--- config.mk ---
export PLATFORM = sky130hd
export DESIGN_NAME = oaci_lane
export DESIGN_NICKNAME = d
export VERILOG_FILES = /design/src/design/oaci_pkg.sv /design/src/design/oaci_lane.sv
export SDC_FILE = /design/constraint.sdc
export NUM_CORES = 2
export LEC_CHECK = 0
export BUFFER_PORTS_ARGS = -buffer_cell sky130_fd_sc_hd__buf_2
export CAP_MARGIN = 20
export CORE_MARGIN = 1.5
export CORE_UTILIZATION = 35
export CTS_BUF_LIST = sky130_fd_sc_hd__clkbuf_4
export DETAILED_ROUTE_END_ITERATION = 16
export GPL_TIMING_DRIVEN = 0
export PLACE_DENSITY = 0.55
export SLEW_MARGIN = 10
export SYNTH_ARGS = -nofsm -noshare
export SYNTH_HDL_FRONTEND = slang
export SYNTH_SLANG_ARGS = --single-unit
--- constraint.sdc ---
create_clock -name clk -period 16.8 [get_ports clk]
set_input_delay 0.84 -clock clk [delete_from_list [all_inputs] [get_ports clk]]
set_output_delay 0.84 -clock clk [all_outputs]
set_load 0.01 [all_outputs]
--- src/design/oaci_pkg.sv ---
// Shared types, constants and helper functions for the octree box cell index block.
// No dependencies; the interface, lane, merge and top-level files use this package.
package oaci_pkg;

  localparam int MAX_DEPTH = 7;
  localparam int NUM_AXES  = 3;
  localparam int NUM_LANES = 2 * NUM_AXES;
  localparam int COORD_W   = 32;
  localparam int CODE_W    = 3 * MAX_DEPTH;
  localparam int DEPTH_W   = $clog2(MAX_DEPTH + 1);
  localparam int INDEX_W   = 22;
  localparam int LEVEL_W   = 3;
  localparam int CFG_IDX_W = 3;
  localparam int NUM_STAGES = 4;

  typedef logic [MAX_DEPTH-1:0] cell_t;
  typedef logic [CODE_W-1:0]    code_t;
  typedef logic [DEPTH_W-1:0]   depth_t;

  typedef enum logic [CFG_IDX_W-1:0] {
    REG_ORIGIN_X   = 3'd0,
    REG_ORIGIN_Y   = 3'd1,
    REG_ORIGIN_Z   = 3'd2,
    REG_SCALE_X    = 3'd3,
    REG_SCALE_Y    = 3'd4,
    REG_SCALE_Z    = 3'd5,
    REG_TREE_DEPTH = 3'd6
  } cfg_reg_e;

  // Per-stage load strobes for the lane pipeline
  typedef struct packed {
    logic ld1;
    logic ld2;
    logic ld3;
  } lane_ctl_t;

  // Interleave three cell numbers: x in bit 0, y in bit 1, z in bit 2 of each group
  function automatic code_t morton3(input cell_t x, input cell_t y, input cell_t z);
    code_t m;
    m = '0;
    for (int b = 0; b < MAX_DEPTH; b++) begin
      m[3*b]     = x[b];
      m[3*b + 1] = y[b];
      m[3*b + 2] = z[b];
    end
    return m;
  endfunction

  // Cells on all levels coarser than level k: (8^k - 1) / 7, built as a sum of powers of 8
  function automatic logic [31:0] coarse_cells(input depth_t k);
    logic [31:0] acc;
    acc = '0;
    for (int j = 0; j < MAX_DEPTH; j++) begin
      if (j < int'(k)) acc = acc | (32'd1 << (3 * j));
    end
    return acc;
  endfunction

endpackage

--- src/design/oaci_lane.sv ---
// One coordinate lane: subtract origin, scale to grid units, bound-check the cell.
// Depends on oaci_pkg.
module oaci_lane (
  input  logic                      clk,
  input  oaci_pkg::lane_ctl_t       ctl,
  input  logic signed [31:0]        coord,
  input  logic signed [31:0]        origin,
  input  logic [31:0]               scale,
  input  logic [oaci_pkg::DEPTH_W-1:0] depth,
  output oaci_pkg::cell_t           cell_num,
  output logic                      cell_ok
);
  import oaci_pkg::*;

  logic [32:0] diff;
  logic        neg1_r, neg1_nxt;
  logic [31:0] mag1_r, mag1_nxt;
  logic        neg2_r, neg2_nxt;
  logic [63:0] prod2_r, prod2_nxt;
  logic [31:0] cell_full;
  logic [31:0] low_mask;
  cell_t       cell3_r, cell3_nxt;
  logic        ok3_r, ok3_nxt;

  // Stage 1: 33-bit signed difference, sign marks a corner below the origin
  assign diff     = {coord[31], coord} - {origin[31], origin};
  assign neg1_nxt = diff[32];
  assign mag1_nxt = diff[31:0];

  // Stage 2: Q16.16 times Q16.16, integer part sits in the upper word
  assign neg2_nxt  = neg1_r;
  assign prod2_nxt = 64'(mag1_r) * 64'(scale);

  // Stage 3: cell must be non-negative and stay below 2^depth
  assign cell_full = prod2_r[63:32];
  assign low_mask  = (32'd1 << depth) - 32'd1;
  assign cell3_nxt = cell_full[MAX_DEPTH-1:0];
  assign ok3_nxt   = !neg2_r && ((cell_full & ~low_mask) == 32'd0);

  always_ff @(posedge clk) begin
    if (ctl.ld1) begin
      neg1_r <= neg1_nxt;
      mag1_r <= mag1_nxt;
    end
    if (ctl.ld2) begin
      neg2_r  <= neg2_nxt;
      prod2_r <= prod2_nxt;
    end
    if (ctl.ld3) begin
      cell3_r <= cell3_nxt;
      ok3_r   <= ok3_nxt;
    end
  end

  assign cell_num = cell3_r;
  assign cell_ok  = ok3_r;

endmodule

* Yosys cells after proc, flatten, opt, wreduce, memory -nomap -nowiden
Cells that the tools add are included.
Cells by class: $mul 1, bitwise operators 2, shift operators 1, reductions and logical operators 3, add/sub/neg operators 2
Operators by type and width (count):
- 32-bit by 32-bit multiplier with 64-bit output | 1
- 32-bit by 32-bit subtractor with 33-bit output | 1
- 32-bit AND | 1
- 32-bit logical NOT | 1
- 32-bit inverter | 1
- 1-bit by 3-bit << shifter with 32-bit output, first input constant | 1
- 32-bit by 1-bit subtractor with 32-bit output, second input constant | 1
- 1-bit logical AND | 1
- 1-bit logical NOT | 1
Word-level totals: word-level logic and storage cells 15, flip-flop bits (word level) 106, bits of input ports 103

* Logic depth before layout (Yosys ltp)
depth in word-level cells 6, mapped depth 29, depth with buffers taken out 28

* Worst setup path before layout
No wires, ideal clock.
path type input -> register, start input scale[2], end register prod2_r[61], data pin, arrival 7.377 ns, setup time 0.259 ns, cell stages on the path 27, required time 16.541 ns, setup slack 9.164 ns, path through clkbuf_1 -> and2_1 -> fa_1 -> inv_1 -> fa_1 -> fa_1 -> fa_1 -> inv_1 -> fa_1 -> inv_1 -> fa_1 -> inv_1 -> fa_1 -> inv_1 -> fa_1 -> inv_1 -> ha_1 -> a21oi_1 -> o21ai_0 -> a221oi_1 -> o21ai_0 -> a41oi_1 -> o221ai_2 -> a21boi_0 -> o21bai_1 -> a31oi_1 -> xnor2_1
On the way: word-level cells in the longest chain between the ends 1
RTL lines:
- start, declared | RTL line oaci_lane.sv:8 | input logic [31:0] scale,
- 32-bit by 32-bit multiplier with 64-bit output | RTL line oaci_lane.sv:32 | assign prod2_nxt = 64'(mag1_r) * 64'(scale);
- named net prod2_nxt[61] | RTL line oaci_lane.sv:19 | logic [63:0] prod2_r, prod2_nxt;
- end signal, assigned | RTL line oaci_lane.sv:47 | prod2_r <= prod2_nxt;
- end, declared | RTL line oaci_lane.sv:19
The timed path passes the listed nets, and every way through them passes these cells. A chain may end at the register's enable or synchronous reset.

* Worst setup path after layout
start register mag1_r[12], end register prod2_r[57], data pin
On the way: word-level cells in the longest chain between the ends 1
RTL lines:
- start, declared | RTL line oaci_lane.sv:17 | logic [31:0] mag1_r, mag1_nxt;
- start signal, assigned | RTL line oaci_lane.sv:43 | mag1_r <= mag1_nxt;
- 32-bit by 32-bit multiplier with 64-bit output | RTL line oaci_lane.sv:32
- named net prod2_nxt[57] | RTL line oaci_lane.sv:19
The timed path passes the listed nets, and every way through them passes these cells.

==> results.cfg <==
[run_status]
status = complete, no violations

[logic_synthesis]
synthFlopType = edfxtp_1
synth_nets = 5254
yosys.area.top_type_share = 0.486
synth.largest_area_cell = fa_1
postSynthAreaPerCell_sq_um = 9.31
synth_seq_cells = 74
synth_area_sq_um = 36900
yosysSeqAreaShare = 0.0603
yosys_warnings = 0
synth_edf_count = 74
ys_async_sr_fraction = 0
yosysUniqueCellTypes = 64
syn_inst = 3961
ys_top_cells_by_area = fa_1, and2_1, ha_1

[setup_path]
crit_type = reg2reg
cp-end-kind = flop
critPathMaxFanout = 10
startpoint_type = flop
worst-endpoint-required_ns = 17.11
crit_arrival_ns = 10.04

[grt]
grt_pass1_vias = 29845
grtUsageTotal = 0.274
use_met3 = 0.0426
grt_max_degree = 34
use_met1 = 0.350
gr-usage-met2 = 0.436
grt-ovfl-total = 0
grt_pass1_wl_microns = 207000
antenna_found_initial = 39
top_usage_layer = met2

[detailed_routing]
vias = 28398
drcViolationCount = 0
drt_iter0_drc = 2310
routedWlPerCell_microns = 26.2
drt_first_pass_iters = 8
detail-route-antenna-nets = 0
vias_per_cell = 5.17
postRouteWirelength_microns = 144000

[clocking]
cts_resized = 0
clock-sinks = 74
insertion_delay_ns = 0.57
htreeDepth = 3
ctsHoldBuffers = 0
clk_pin_slew_ns = 0.13
cts_tree = yes
cts_buffers = 9
root_buffer = clkbuf_4
post-cts-setup-buffers = 0
cts.path.max_buffers = 2

[sta]
finalSetupViolations = 0
tightest_slew_ns = 1.25
max_freq_mhz = 103
fin_crit_ns = 9.73
hold_viol = 0
fin_tns_setup_ns = 0
slew_headroom = 0.169
maxSlewViolCount = 0
period_share = 0.579
holdWs_ns = 0.500
finClkSkew_ns = 0.0220
rsz0062_at_grt = false

[finish]
nNetsFinal = 5382
layout_commonest_cell = inv_1
drive_gt1_frac = 0.0352
area_delta_synth_final_pct = 6.94
multiInputGateArea_sq_um = 30300
seqCellArea_sq_um = 2220
fill_cells = 10816
layout_common_cells = inv_1, fa_1, and2_1

[die]
die_width_microns = 328
rows = 118
core-area_sq_um = 104000
initial_core_util = 0.355
ioPinCount = 111
die_h_microns = 328
die_area_sq_um = 107000

[place]
io_buffers = 108
gp_congestion = 1.06
hpwlAfterDp_microns = 121000

[job]
drv_cap = 0

[worst_hold_path]
hold_path.class = reg2reg
[routing by layer]
metal / vias to the layer above / wire length [microns]
met3: 375 / 11100
met2: 1307 / 66300
met1: 14815 / 56000
met4: 4 / 10600
li1: 11897 / -
met5: - / 27
[through the flow]
stage               cells  area [sq um]  setup WS [ns]   util
CTS                  5470         39300           7.24  0.379
finish               5488         39400           7.07  0.379
global route         5479         39400           6.81  0.379
floorplan            3961         36900           9.16      -
detailed placement   5454         39200           6.80  0.377
global placement     5449         39100           6.80  0.377
[cells in the mapped netlist, drive strengths merged (4+ instances only)]
library cell  number
inv              947
fa               896
and2             635
nand2            449
ha               294
clkbuf           204
a21oi             84
edfxtp            74
o21ai             49
xnor2             45
a21o              42
nor2              38
xor2              21
o21bai            19
nand3             17
a31oi             14
nand4             14
and3              12
nor3              12
nor2b             10
a211oi             7
nor4               6
o21a               6
o221ai             5
o31ai              5
a221oi             4
nand2b             4
o211ai             4
or3                4
[worst paths after layout]
path	from	end	slack [ns]	cells past startpoint
max reg2reg	mag1_r[12]	prod2_r[57]	7.07	27
min reg2reg	prod2_r[36]	cell_num[4]	0.50	0
min	prod2_r[36]	cell_num[4]	0.50	0
max	mag1_r[12]	prod2_r[57]	7.07	27
[state kept, by name, summed over array words and instances (netlist names)]
signal and count:
cell_ok 1, neg1_r 1, neg2_r 1, prod2_r 32, cell_num 7, mag1_r 32
[worst max-delay path: stages (launching register included)]
cell	delay, ns
edfxtp_1	0.52
clkbuf_1	0.91
and2_1	0.27
fa_1	0.49
fa_1	0.53
fa_1	0.52
inv_1	0.05
fa_1	0.47
inv_1	0.05
fa_1	0.50
inv_1	0.05
fa_1	0.53
inv_1	0.05
fa_1	0.47
inv_1	0.05
fa_1	0.51
inv_1	0.05
ha_1	0.34
a21oi_1	0.19
o21ai_0	0.15
a221oi_1	0.43
o21ai_0	0.27
a41oi_1	0.72
o221ai_2	0.24
a21boi_0	0.48
o21bai_1	0.26
a21oi_1	0.23
xnor2_1	0.11
[final cells by class]
cell class	count	share of cell area
clock buffer	10	0.00190
buffer	205	0.0195
inverter	947	0.0901
sequential	74	0.0564
timing repair buffer	117	0.0168
clock inverter	6	0.00146
tap	1380	0.0438
multi-input combinational	2735	0.769
antenna	14	0.000888
[logic make-up after synthesis]
kind of cell,after synthesis,share of synthesized area
flip-flops,74,0.0603
adder cells (fa/ha/maj),1190,0.586
buffers and inverters,1152,0.117
AO/OA/AOI/OAI,271,0.0492
AND/OR/NAND/NOR,1208,0.171
XOR/XNOR,66,0.0157
Power is left out: the tool's default activity adds up to more than one toggle a clock period on the data nets, which glitch-free logic cannot reach.
