===== config.mk =====
export PLATFORM = sky130hd
export DESIGN_NAME = oaci_merge
export DESIGN_NICKNAME = d
export VERILOG_FILES = /design/src/design/oaci_pkg.sv /design/src/design/oaci_merge.sv
export SDC_FILE = /design/constraint.sdc
export NUM_CORES = 1
export LEC_CHECK = 0
export ABC_AREA = 1
export CAP_MARGIN = 20
export CORE_MARGIN = 2
export CORE_UTILIZATION = 55
export CTS_CLUSTER_DIAMETER = 120
export CTS_CLUSTER_SIZE = 10
export DETAILED_ROUTE_END_ITERATION = 6
export DONT_BUFFER_PORTS = 1
export HOLD_SLACK_MARGIN = 0.06
export PLACE_DENSITY = 0.72
export RECOVER_POWER = 100
export SYNTH_ARGS = -nofsm -noshare
export SYNTH_HDL_FRONTEND = slang
export SYNTH_SLANG_ARGS = --single-unit

===== constraint.sdc =====
create_clock -name clk -period 3.66 [get_ports clk]
set_input_delay 0.366 -clock clk [delete_from_list [all_inputs] [get_ports clk]]
set_output_delay 0.366 -clock clk [all_outputs]
set_load 0.02 [all_outputs]

===== src/design/oaci_pkg.sv =====
// Shared types, constants and helper functions for the octree box cell index block.
// No dependencies; the interface, lane, merge and top-level files use this package.
package oaci_pkg;

  localparam int MAX_DEPTH = 7;
  localparam int NUM_AXES  = 3;
  localparam int NUM_LANES = 2 * NUM_AXES;
  localparam int COORD_W   = 32;
  localparam int CODE_W    = 3 * MAX_DEPTH;
  localparam int DEPTH_W   = $clog2(MAX_DEPTH + 1);
  localparam int INDEX_W   = 22;
  localparam int LEVEL_W   = 3;
  localparam int CFG_IDX_W = 3;
  localparam int NUM_STAGES = 4;

  typedef logic [MAX_DEPTH-1:0] cell_t;
  typedef logic [CODE_W-1:0]    code_t;
  typedef logic [DEPTH_W-1:0]   depth_t;

  typedef enum logic [CFG_IDX_W-1:0] {
    REG_ORIGIN_X   = 3'd0,
    REG_ORIGIN_Y   = 3'd1,
    REG_ORIGIN_Z   = 3'd2,
    REG_SCALE_X    = 3'd3,
    REG_SCALE_Y    = 3'd4,
    REG_SCALE_Z    = 3'd5,
    REG_TREE_DEPTH = 3'd6
  } cfg_reg_e;

  // Per-stage load strobes for the lane pipeline
  typedef struct packed {
    logic ld1;
    logic ld2;
    logic ld3;
  } lane_ctl_t;

  // Interleave three cell numbers: x in bit 0, y in bit 1, z in bit 2 of each group
  function automatic code_t morton3(input cell_t x, input cell_t y, input cell_t z);
    code_t m;
    m = '0;
    for (int b = 0; b < MAX_DEPTH; b++) begin
      m[3*b]     = x[b];
      m[3*b + 1] = y[b];
      m[3*b + 2] = z[b];
    end
    return m;
  endfunction

  // Cells on all levels coarser than level k: (8^k - 1) / 7, built as a sum of powers of 8
  function automatic logic [31:0] coarse_cells(input depth_t k);
    logic [31:0] acc;
    acc = '0;
    for (int j = 0; j < MAX_DEPTH; j++) begin
      if (j < int'(k)) acc = acc | (32'd1 << (3 * j));
    end
    return acc;
  endfunction

endpackage


===== src/design/oaci_merge.sv =====
// Merge stage: Morton codes of both corners, level search and linear cell index.
// Depends on oaci_pkg.
module oaci_merge (
  input  logic                         clk,
  input  logic                         ld,
  input  oaci_pkg::cell_t              cells [oaci_pkg::NUM_LANES],
  input  logic [oaci_pkg::NUM_LANES-1:0] cell_ok,
  input  logic [oaci_pkg::DEPTH_W-1:0] depth,
  output logic [oaci_pkg::INDEX_W-1:0] cell_index,
  output logic [oaci_pkg::LEVEL_W-1:0] levels_up,
  output logic                         index_valid
);
  import oaci_pkg::*;

  code_t       lo_code, hi_code, diff_code, coarse_code;
  depth_t      up;
  logic [31:0] sum;
  logic [INDEX_W-1:0] index_r, index_nxt;
  logic [LEVEL_W-1:0] level_r, level_nxt;
  logic               valid_r, valid_nxt;

  assign lo_code   = morton3(cells[0], cells[1], cells[2]);
  assign hi_code   = morton3(cells[3], cells[4], cells[5]);
  assign diff_code = lo_code ^ hi_code;

  // Highest differing group below the depth sets the climb
  always_comb begin
    up = '0;
    for (int i = 0; i < MAX_DEPTH; i++) begin
      if ((i < int'(depth)) && (diff_code[3*i +: 3] != 3'd0)) up = DEPTH_W'(i + 1);
    end
  end

  assign coarse_code = hi_code >> (3 * up);
  assign sum         = 32'(coarse_code) + coarse_cells(depth - up);

  always_comb begin
    if (&cell_ok) begin
      index_nxt = sum[INDEX_W-1:0];
      level_nxt = LEVEL_W'(up);
      valid_nxt = 1'b1;
    end else begin
      index_nxt = '0;
      level_nxt = '0;
      valid_nxt = 1'b0;
    end
  end

  always_ff @(posedge clk) begin
    if (ld) begin
      index_r <= index_nxt;
      level_r <= level_nxt;
      valid_r <= valid_nxt;
    end
  end

  assign cell_index  = index_r;
  assign levels_up   = level_r;
  assign index_valid = valid_r;

endmodule


# Yosys cells after proc, flatten, opt, wreduce, memory -nomap -nowiden

Cells that the tools add are included.

Register bits after elaboration: 26
Bits of input ports: 53

$add $sub $neg: 2
$mul: 1
Magnitude comparators: 14
Shift-type cells: 1
Mux-type cells: 15
Bitwise logic cells: 1
Reduce and logical (&&, ||, !) cells: 15

Operators by type and width:

| operator              | count |
|---|---|
| $add A21 B22 Y22      | 1 |
| $reduce_bool A3 Y1    | 7 |
| $shr A21 B5 Y21       | 1 |
| $xor A21 B21 Y21      | 1 |
| $mux W19              | 1 |
| $lt A3 B3 Y1 const A  | 6 |
| $mux W3               | 6 |
| $mux W16              | 1 |
| $mux W13              | 1 |
| $lt A1 B3 Y1 const A  | 4 |
| $lt A2 B3 Y1 const A  | 4 |
| $mux W10              | 1 |
| $logic_and A1 B1 Y1   | 7 |
| $mux W7               | 1 |
| $reduce_and A6 Y1     | 1 |
| $mul A2 B3 Y5 const A | 1 |
| $mux W4               | 1 |
| $mux W1               | 3 |
| $sub A3 B3 Y3         | 1 |

# Depth between registers and ports, before layout

Gate-level depths: netlist of the first run.

Depth after elaboration: 20
Depth in mapped cells: 34

# Worst setup path after synthesis of the first run

No wires, ideal clock.

Path type: in2reg
Start point: input port cells[19] (netlist bit)
End point: register index_r[16], in the netlist cell_index[16] (data pin)
Arrival time: 3748 ps
Required time: 3405 ps
Slack: -342 ps
Cell stages on the path: 25
Cell sequence: inv_1 -> a22o_1 -> o31ai_4 -> nand2_2 -> nor2_1 -> inv_1 -> ha_1 -> inv_1 -> ha_1 -> clkbuf_1 -> inv_1 -> buf_2 -> nand3_1 -> a21oi_1 -> a31o_2 -> a21oi_1 -> ha_1 -> ha_1 -> nand3_1 -> nand2_2 -> nand3_1 -> nand2_2 -> nand2_1 -> a21oi_1 -> nor2_1

Longest elaborated chain between the ends: 15
Elaborated cells on any way between the ends: 22
Those cells by class: 2 x add/sub; 1 x mul; 6 x order compare; 1 x shift; 9 x mux; 1 x bitwise; 2 x reduce/logical

Ends and longest elaborated chain:

| element                   | RTL line         | source |
|---|---|---|
| start, declared           | oaci_merge.sv:6  | `input oaci_pkg::cell_t cells [oaci_pkg::NUM_LANES],` |
| $xor A21 B21 Y21 (*)      | oaci_merge.sv:24 | `assign diff_code = lo_code ^ hi_code;` |
| $reduce_bool A3 Y1 (*)    | oaci_merge.sv:30 | `if ((i < int'(depth)) && (diff_code[3*i +: 3] != 3'd0)) up = DEPTH_W'(i + 1);` |
| $logic_and A1 B1 Y1 (*)   | oaci_merge.sv:30 |  |
| $mux W3 (*) (2 in series) | oaci_merge.sv:30 |  |
| named net up[2]           | oaci_merge.sv:16 | `depth_t up;` |
| $sub A3 B3 Y3             | oaci_merge.sv:35 | `assign sum = 32'(coarse_code) + coarse_cells(depth - up);` |
| $lt A1 B3 Y1              | oaci_pkg.sv:54   | `if (j < int'(k)) acc = acc \| (32'd1 << (3 * j));` |
| $mux W1                   | oaci_pkg.sv:54   |  |
| $mux W4                   | oaci_pkg.sv:54   |  |
| $mux W7                   | oaci_pkg.sv:54   |  |
| $mux W10                  | oaci_pkg.sv:54   |  |
| $mux W13                  | oaci_pkg.sv:54   |  |
| $mux W16                  | oaci_pkg.sv:54   |  |
| $mux W19                  | oaci_pkg.sv:54   |  |
| $add A21 B22 Y22 (*)      | oaci_merge.sv:35 |  |
| end signal, assigned      | oaci_merge.sv:51 | `index_r <= index_nxt;` |
| end, declared             | oaci_merge.sv:18 | `logic [INDEX_W-1:0] index_r, index_nxt;` |

Mark *: on every way through the listed nets, which the timed path passes. The rest lies on a longest branch.
A chain may end at the register's enable or synchronous reset.

# Worst setup path in the final report of the first run

Start point: input port cells[11] (netlist bit)
End point: register index_r[13], in the netlist cell_index[13] (data pin)

Longest elaborated chain between the ends: 16
Elaborated cells on any way between the ends: 22
Those cells by class: 2 x add/sub; 1 x mul; 5 x order compare; 1 x shift; 10 x mux; 1 x bitwise; 2 x reduce/logical

Ends and longest elaborated chain:

| element                   | RTL line |
|---|---|
| $xor A21 B21 Y21 (*)      | oaci_merge.sv:24 |
| $reduce_bool A3 Y1 (*)    | oaci_merge.sv:30 |
| $logic_and A1 B1 Y1 (*)   | oaci_merge.sv:30 |
| $mux W3 (*) (3 in series) | oaci_merge.sv:30 |
| named net up[2]           | oaci_merge.sv:16 |
| $sub A3 B3 Y3             | oaci_merge.sv:35 |
| $lt A1 B3 Y1              | oaci_pkg.sv:54 |
| $mux W1                   | oaci_pkg.sv:54 |
| $mux W4                   | oaci_pkg.sv:54 |
| $mux W7                   | oaci_pkg.sv:54 |
| $mux W10                  | oaci_pkg.sv:54 |
| $mux W13                  | oaci_pkg.sv:54 |
| $mux W16                  | oaci_pkg.sv:54 |
| $mux W19                  | oaci_pkg.sv:54 |
| $add A21 B22 Y22 (*)      | oaci_merge.sv:35 |

Marked as above.

==> results.cfg, run 1 <==
[outcome]
status = finished clean

[sta]
period_needed_ps = 3640
setup_tns_ps = 0
fin_hold_ws_ps = 199
slew-limit-headroom_pct = 74.2
worst_slack_ps = 15.6
max_freq_ghz = 0.274
drv_slew = 0
worst-slew-pin-transition_ps = 386
hold_violations = 0
finalCritPeriodShare_pct = 99.6
rsz0062_at_grt = yes
setup_viol = 0

[power_and_ir_drop]
power_density_nw_per_um2 = 533
ir_drop_uv = 468
p_leak_nw = 2.25

[clock_network]
clkTransAtPathRegs_ps = 100
clk_path_buf_depth = 2
cts_made_buffers = 3
hold_buffers = 0
tritoncts = yes
cts.sinks = 26
htreeDepth = 1
cts_root_buf = clkbuf_8

[synth]
syn_area_um2 = 3640
ys_seq_area_share_pct = 21.5
synthCells = 568
yosysWarnings = 0
postSynthNetCount = 634
ys_types = 45
synth_area_per_cell_um2 = 6.40
synth-seq-cells = 26

[routing]
drc = 0
first_pass_iters = 5
drt-initial-drc-count = 427
avgRoutedWirePerCell_um = 16.5
num_vias = 4359
ant_nets = 0
wl_um = 12400
routed_via_density = 5.81

[floorplan]
rows = 29
dieArea_um2 = 7280
core_um2 = 6390
pin_count = 79
start_util_pct = 57.0
die_h_um = 85.3
die_w_um = 85.3

[worst_hold_path]
hold_depth = 0
whs_endpoint = cell_index[20]$_SDFFCE_PN0P_
min_path_type = in -> reg
min_from = ld

[global_routing]
overflow = 0
grt_antenna_before_repair = 0
grt_max_degree = 29
grt_util_all_layers_pct = 33.2
grt_pass1_vias = 4206
grt_pass1_wl_um = 19600

[worst_setup_path]
crit_buf_inv = 4
cpMaxStageDelayCell = ha_2
end_kind = register
start_kind = input pin
critPathTopFamily = simple AND/OR/NAND/NOR gates
worst-setup-path-type = in -> reg
cp.arrival_ps = 3780
critPathMaxFanout = 6
max_stage_delay_ps = 310
required_ps = 3800

[run]
maxCapViolCount = 0

[layout]
antennaDiodeCount = 0
fillers = 528
layout-drive-gt1-share_pct = 34.9
final_util_pct = 76.4
syn_to_final_growth_pct = 34.1
fin_nets = 740

[placed_design]
place_hpwl_um = 9510
pre_cts_ws_ps = -400
placement.io_buffers = 0
gp_congestion = 1.04
## report_power, final
part	switching, mW	total, mW	internal (mW)
clock	0.0956	0.242	0.146
combinational	1.09	1.99	0.902
sequential	0.0278	0.373	0.345
total	1.21	2.60	1.39
## layout by cell type (no fill, tap or decap), types with 10 or more instances in the layout
| cell | synthesis | final |
|---|---|---|
| nor2_2 | 9 | 14 |
| edfxtp_1 | 26 | 26 |
| nand3_2 | 14 | 20 |
| a21oi_2 | 3 | 10 |
| a21oi_1 | 26 | 19 |
| nand3_1 | 117 | 111 |
| nand2_1 | 133 | 126 |
| inv_2 | 7 | 12 |
| nor2_1 | 51 | 44 |
| inv_1 | 65 | 55 |
| buf_4 | 1 | 116 |
| xnor2_1 | 16 | 11 |
| nand2_2 | 14 | 19 |
| o21ai_0 | 13 | 10 |
## registers in the layout (all words and copies together), names as in the netlist
register / cells
cell_index: 22
levels_up: 3
index_valid: 1
## metal layers
| layer | vias to the layer above | track usage (%) | part of all wire (%) |
|---|---|---|---|
| li1 | 2096 | - | - |
| met1 | 1976 | 47.1 | 43 |
| met2 | 259 | 54.3 | 46 |
| met3 | 28 | 4.57 | 8.9 |
| met4 | 0 | 5.92 | 2.2 |
| met5 | - | 0 | 0 |
## logic make-up (layout without fill, tap and decap cells)
family	after synthesis	in the layout	share of synthesized area, %
AO/OA/AOI/OAI	61	61	10.6
XOR/XNOR	17	17	4.09
adder cells (fa/ha/maj)	13	13	4.68
buffers and inverters	90	195	10.7
flip-flops	26	26	21.5
AND/OR/NAND/NOR	361	361	48.5
## Yosys cell counts
master      n  area share [%]
or2_1       1            0.17
inv_1      65             6.7
inv_2       7            0.72
a21oi_1    26             3.6
o211ai_1    2            0.41
o21ai_2     1            0.24
buf_6       3            0.93
nand3_2    14             3.9
nand3_1   117              16
nor3_1      4            0.55
and3_1      1            0.17
fa_1        1            0.55
a21o_1      2            0.41
nand2_4     2            0.62
a31o_2      1            0.24
nand3b_1    2            0.41
a21oi_2     3            0.72
buf_8       1            0.41
ha_1       12             4.1
buf_4       1            0.21
a21oi_4     1            0.45
o21bai_1    2            0.41
nand3_4     2            0.96
nand3b_4    1            0.55
o21a_1      2            0.41
a211oi_1    1            0.21
o31ai_4     1            0.58
a31oi_1     2            0.34
a311oi_1    1            0.24
o22ai_1     2            0.34
or2_0       1            0.17
edfxtp_1   26              21
nand4_1     5            0.86
nor2_1     51             5.3
xnor2_1    16             3.9
o21ai_0    13             1.8
nor2_2      9             1.5
clkbuf_1    3            0.31
a22o_1      1            0.24
nor2_4      3            0.93
xor2_1      1            0.24
nor2b_1     1            0.17
nand2_1   133              14
nand2_2    14             2.4
buf_2      10             1.4
## how the worst max path moves through the flow
stage | cells after the start | slack [ps] | to | from
after global routing | 26 | -110 | cell_index[18]$_SDFFCE_PN0P_ | cells[11]
after global placement | 24 | -330 | cell_index[19]$_SDFFCE_PN0P_ | cells[19]
after detailed placement | 25 | -400 | cell_index[19]$_SDFFCE_PN0P_ | cells[5]
after CTS | 25 | 30 | cell_index[19]$_SDFFCE_PN0P_ | cells[5]
after floorplan | 25 | -190 | cell_index[16]$_SDFFCE_PN0P_ | cells[19]
final | 25 | 20 | cell_index[13]$_SDFFCE_PN0P_ | cells[11]
## cell type report
class                           instances  area, um2  area share (%)
Timing Repair Buffer                  119        913            18.7
Clock buffer                            3       41.3           0.846
Multi-Input combinational cell        452       2720            55.8
Inverter                               72        293            6.00
Clock inverter                          1       30.0           0.616
Tap cell                               77       96.3            1.97
Sequential cell                        26        781            16.0
## what timing repair did
action	4_1_cts	5_1_grt
pin swaps	2	38
setup endpoints to repair	9	19
endpoints found under the hold margin	0	0
resized for setup	2	61
setup buffers	1	7
## metrics by stage
stage / total power, mW / instances / cell area [um2]
3_3_place_gp: 2.11 / 738 / 4490
6_report: 2.60 / 750 / 4880
2_1_floorplan: 1.38 / 568 / 3680
3_5_place_dp: 2.13 / 738 / 4490
5_1_grt: 2.78 / 750 / 4880
4_1_cts: 2.38 / 743 / 4580
(Power assumes the default switching activity.)
==> run 2, diff against run 1 <==
Settings changed: CORE_MARGIN 2 to 3, CORE_UTILIZATION 55 to 45, PLACE_DENSITY 0.72 to 0.61, SKIP_LAST_GASP from default to 1.
==> run 2 against run 1 <==
Effect of this change:
- die area up 26%
- sequential cell count unchanged
- cell count up 3.1%
- final area down 2.0%
- clock power about the same
- combinational power down 6%
- critical path type unchanged
- global-route usage down 8.2 points
- worst setup slack better by 160 ps
- critical path depth up 2
==> results.cfg, run 2 (synthesized netlist as in run 1, its figures left out) <==
[global_routing]
grt_pass1_wl_um = 18200
overflow = 0
grt_util_all_layers_pct = 25.0
grt_antenna_before_repair = 0
grt_pass1_vias = 3828
grt_max_degree = 27

[worst_hold_path]
hold_depth = 0
whs_endpoint = cell_index[14]$_SDFFCE_PN0P_
min_from = ld
min_path_type = in -> reg

[worst_setup_path]
cp.arrival_ps = 3530
required_ps = 3710
start_kind = input pin
worst-setup-path-type = in -> reg
critPathMaxFanout = 4
end_kind = register

[clock_network]
cts.sinks = 26
cts_made_buffers = 3
clk_path_buf_depth = 2
cts_root_buf = clkbuf_8
tritoncts = yes
htreeDepth = 1
clkTransAtPathRegs_ps = 100

[layout]
final_util_pct = 61.6
mostFrequentLayoutCells = 127 x nand2_1, 115 x buf_4, 113 x nand3_1
fin_nets = 738
largest_reg_flops = 22
antennaDiodeCount = 0
final_common_cell = nand2_1
syn_to_final_growth_pct = 31.5
design_area_um2 = 4780
fillers = 736
layout-drive-gt1-share_pct = 32.9

[sta]
period_needed_ps = 3480
max_freq_ghz = 0.287
worst_slack_ps = 176
worst-slew-pin-transition_ps = 280
drv_slew = 0
slew-limit-headroom_pct = 81.3
hold_violations = 0
finalCritPeriodShare_pct = 95.2
rsz0062_at_grt = yes
setup_viol = 0

[routing]
avgRoutedWirePerCell_um = 14.6
ant_nets = 0
wl_um = 11300
first_pass_iters = 5
drt-initial-drc-count = 215
num_vias = 4150
drc = 0
routed_via_density = 5.37

[power_and_ir_drop]
ir_drop_uv = 235
p_leak_nw = 2.21
power_density_nw_per_um2 = 519

[floorplan]
dieArea_um2 = 9200
rows = 32
pin_count = 79
die_w_um = 95.9
start_util_pct = 46.8
die_h_um = 95.9
core_um2 = 7770

[run]
maxCapViolCount = 0

[outcome]
status = finished clean

[placed_design]
pre_cts_ws_ps = -285
dpl-instance-area_um2 = 4490
gp_congestion = 1.01
placement.io_buffers = 0
place_hpwl_um = 9340
## run 2: cell type report
type | instances | area [um2] | share of cell area, %
repair buffers | 117 | 895 | 18.7
flip-flops and latches | 26 | 781 | 16.3
multi-input cells | 452 | 2620 | 54.8
clock inverters | 1 | 30.0 | 0.628
well taps | 102 | 128 | 2.67
inverters | 72 | 285 | 5.97
clock buffers | 3 | 41.3 | 0.863
## run 2: per-layer routing
| metal | global-route usage (%) | share of wire [%] | vias to the layer above |
|---|---|---|---|
| met2 | 39.8 | 45 | 169 |
| met1 | 36.0 | 46 | 1868 |
| met3 | 4.61 | 7.9 | 17 |
| met5 | 0 | 0 | - |
| met4 | 3.20 | 1.1 | 0 |
| li1 | - | - | 2096 |
## run 2: how the worst max path moves through the flow
stage	from	to	slack [ps]	cells past startpoint
2_1_floorplan	cells[19]	cell_index[16]$_SDFFCE_PN0P_	-190	25
3_3_place_gp	cells[19]	cell_index[16]$_SDFFCE_PN0P_	-240	25
3_5_place_dp	cells[19]	cell_index[11]$_SDFFCE_PN0P_	-290	26
4_1_cts	cells[19]	cell_index[11]$_SDFFCE_PN0P_	9	26
5_1_grt	cells[5]	cell_index[19]$_SDFFCE_PN0P_	-60	25
6_report	cells[5]	cell_index[20]$_SDFFCE_PN0P_	180	27
## run 2: critical path, cell delays in order
cell	delay [ps]
inv_1	50
a22o_1	230
o31ai_4	200
nand2_2	120
inv_2	80
nand2_2	80
inv_2	90
ha_4	200
inv_1	50
ha_2	190
nor2_2	50
nand3b_4	170
inv_2	80
nor2_4	50
buf_4	130
a31o_2	230
a21oi_2	110
ha_2	190
ha_2	170
nand3_1	90
nand2_2	120
buf_4	140
nand3_1	80
nand3_2	100
nand2_1	50
nand2_1	60
nor2_1	40
## run 2: per-stage QoR
step	cells	TNS, ps	hold WS, ps	power (mW)
finish	773	0	192	2.48
global placement	759	-2730	480	2.07
floorplan	568	-1800	478	1.38
global route	773	-504	180	2.68
CTS	763	0	189	2.33
detailed placement	759	-3640	481	2.08
## run 2: timing repair
action                     4_1_cts  5_1_grt
resized for setup                0       40
buffers inserted                 0       10
hold buffers                     0        0
setup endpoints to repair        0       19
## run 2: report_power, final
part	internal, mW	switching [mW]	total, mW
combinational	0.852	1.02	1.87
clock	0.146	0.0950	0.241
sequential	0.345	0.0274	0.373
==> run 3, diff against run 2 <==
Settings changed: SETUP_SLACK_MARGIN from default to 0.5.
==> run 3 against run 2 <==
Effect of this change:
- core utilization rose by 4.1 points
- maximum frequency fell by 1.8%
- critical path depth fell by 3
- sequential power barely moved
- worst setup slack got worse by 63 ps
- first-iteration DRC count rose by 35%
- sequential share of layout area fell by 1.0 points
- global-route usage rose by 1.6 points
- hold slack improved by 4.9 ps
- combinational power rose by 16%
- final area rose by 6.6%
- wire length rose by 8.2%
==> results.cfg, run 3 (synthesized netlist as in run 1, its figures left out) <==
[outcome]
status = finished clean

[worst_setup_path]
critPathMaxFanout = 5
required_ps = 3700
worst-setup-path-type = in -> reg
critPathLaunch = cells[40]
cp.arrival_ps = 3590
end_kind = register
start_kind = input pin

[sta]
worst-slew-pin-transition_ps = 901
period_needed_ps = 3550
worst_slack_ps = 112
setup_viol = 0
max_freq_ghz = 0.282
rsz0062_at_grt = yes
drv_slew = 0
slew-limit-headroom_pct = 40.0
finalCritPeriodShare_pct = 96.9
hold_violations = 0

[layout]
final_util_pct = 65.7
fin_nets = 752
mostFrequentLayoutCells = 125 x buf_4, 120 x nand2_1, 110 x nand3_1
largest_reg_flops = 22
final_common_cell = buf_4
design_area_um2 = 5100
syn_to_final_growth_pct = 40.2
layout-drive-gt1-share_pct = 39.1
antennaDiodeCount = 0

[power_and_ir_drop]
ir_drop_uv = 291
power_density_nw_per_um2 = 546
p_sw_share_pct = 46.5
net-switching-power_mw = 1.30
p_comb_share_pct = 78.0
clkPwrFrac_pct = 8.6
p_seq_share_pct = 13.4
p_leak_nw = 2.30
p_int_mw = 1.49

[floorplan]
rows = 32
core_um2 = 7770
pin_count = 79
die_w_um = 95.9
start_util_pct = 46.8
die_h_um = 95.9
dieArea_um2 = 9200

[placed_design]
placement.io_buffers = 0
dpl-instance-area_um2 = 4600
gp_congestion = 0.955
place_hpwl_um = 9690
pre_cts_ws_ps = -288

[clock_network]
clkTransAtPathRegs_ps = 90
hold_buffers = 0
cts_root_buf = clkbuf_8
cts_made_buffers = 3
clk_path_buf_depth = 2
cts.sinks = 26
htreeDepth = 1
tritoncts = yes

[global_routing]
overflow = 0
grt_antenna_before_repair = 0
grt_pass1_wl_um = 19100
grt_max_degree = 27
grt_pass1_vias = 3948
grt_util_all_layers_pct = 26.6

[worst_hold_path]
min_from = ld
min_path_type = in -> reg

[routing]
wl_um = 12200
ant_nets = 0
drc = 0
drt-initial-drc-count = 291
avgRoutedWirePerCell_um = 15.5
routed_via_density = 5.34
num_vias = 4202
first_pass_iters = 6

[run]
maxCapViolCount = 0
[run 3: cell count changes in the layout (fill, tap and decap cells not counted), moves of 4 or more]
| cell | change |
|---|---|
| inv_1 | -8 |
| nand2_1 | -7 |
| nor2_1 | -8 |
| inv_2 | +6 |
| ha_4 | +4 |
| buf_4 | +10 |
| nor2_4 | +5 |
| nand2_4 | +4 |
| a21oi_1 | -6 |
| a21oi_2 | +4 |
[run 3: area by class of cell]
cell class	instances	area (um2)
Clock buffer	3	41.3
Clock inverter	1	30.0
Fill cell	714	2670
Inverter	72	293
Multi-Input combinational cell	452	2820
Sequential cell	26	781
Tap cell	102	128
Timing Repair Buffer	131	1010
[run 3: through the flow]
step	total power, mW	hold WS [ps]	TNS, ps	instances
after floorplan	1.46	478	-1710	568
after global placement	2.21	480	-3250	765
after detailed placement	2.22	480	-3500	765
after CTS	2.57	195	0	782
after global routing	2.98	178	0	787
final	2.79	197	0	787
[run 3: worst paths after layout]
| path | to | depth (start not counted) | slack (ps) |
|---|---|---|---|
| worst max-delay path | cell_index[7]$_SDFFCE_PN0P_ | 24 | 110 |
| worst min-delay path | cell_index[18]$_SDFFCE_PN0P_ | 0 | 200 |
[run 3: worst max-delay path: stages]
cell and delay (ps):
a22o_1 240, o31ai_4 310, nand2_2 150, inv_2 100
nand2_4 70, inv_4 70, ha_4 190, inv_2 60
ha_4 150, nor2_4 30, nand3b_4 170, inv_2 80
nor2_4 50, buf_4 140, a31o_4 220, a21oi_4 150
ha_4 170, inv_2 40, nor2_2 80, nand3_2 120
a21oi_4 280, buf_4 160, a21oi_2 50, o21a_1 120
[run 3: what timing repair did]
item,4_1_cts,5_1_grt
endpoints found under the hold margin,0,0
endpoints found under the setup margin,19,19
setup buffers,13,5
pin swaps,31,45
gates cloned,0,0
gates resized for setup,29,59
[run 3: routing by layer]
layer | GRT usage [%] | share of wire, %
met3 | 2.74 | 4.7
met2 | 45.7 | 48
met5 | 0 | 0
met4 | 1.78 | 0.77
met1 | 37.5 | 47
[run 3: power by group through the flow]
stage	combinational, mW	sequential, mW	clock, mW
2_1_floorplan	1.08	0.378	0
3_3_place_gp	1.83	0.380	0
3_5_place_dp	1.84	0.380	0
4_1_cts	1.96	0.374	0.243
5_1_grt	2.35	0.376	0.257
6_report	2.17	0.373	0.240
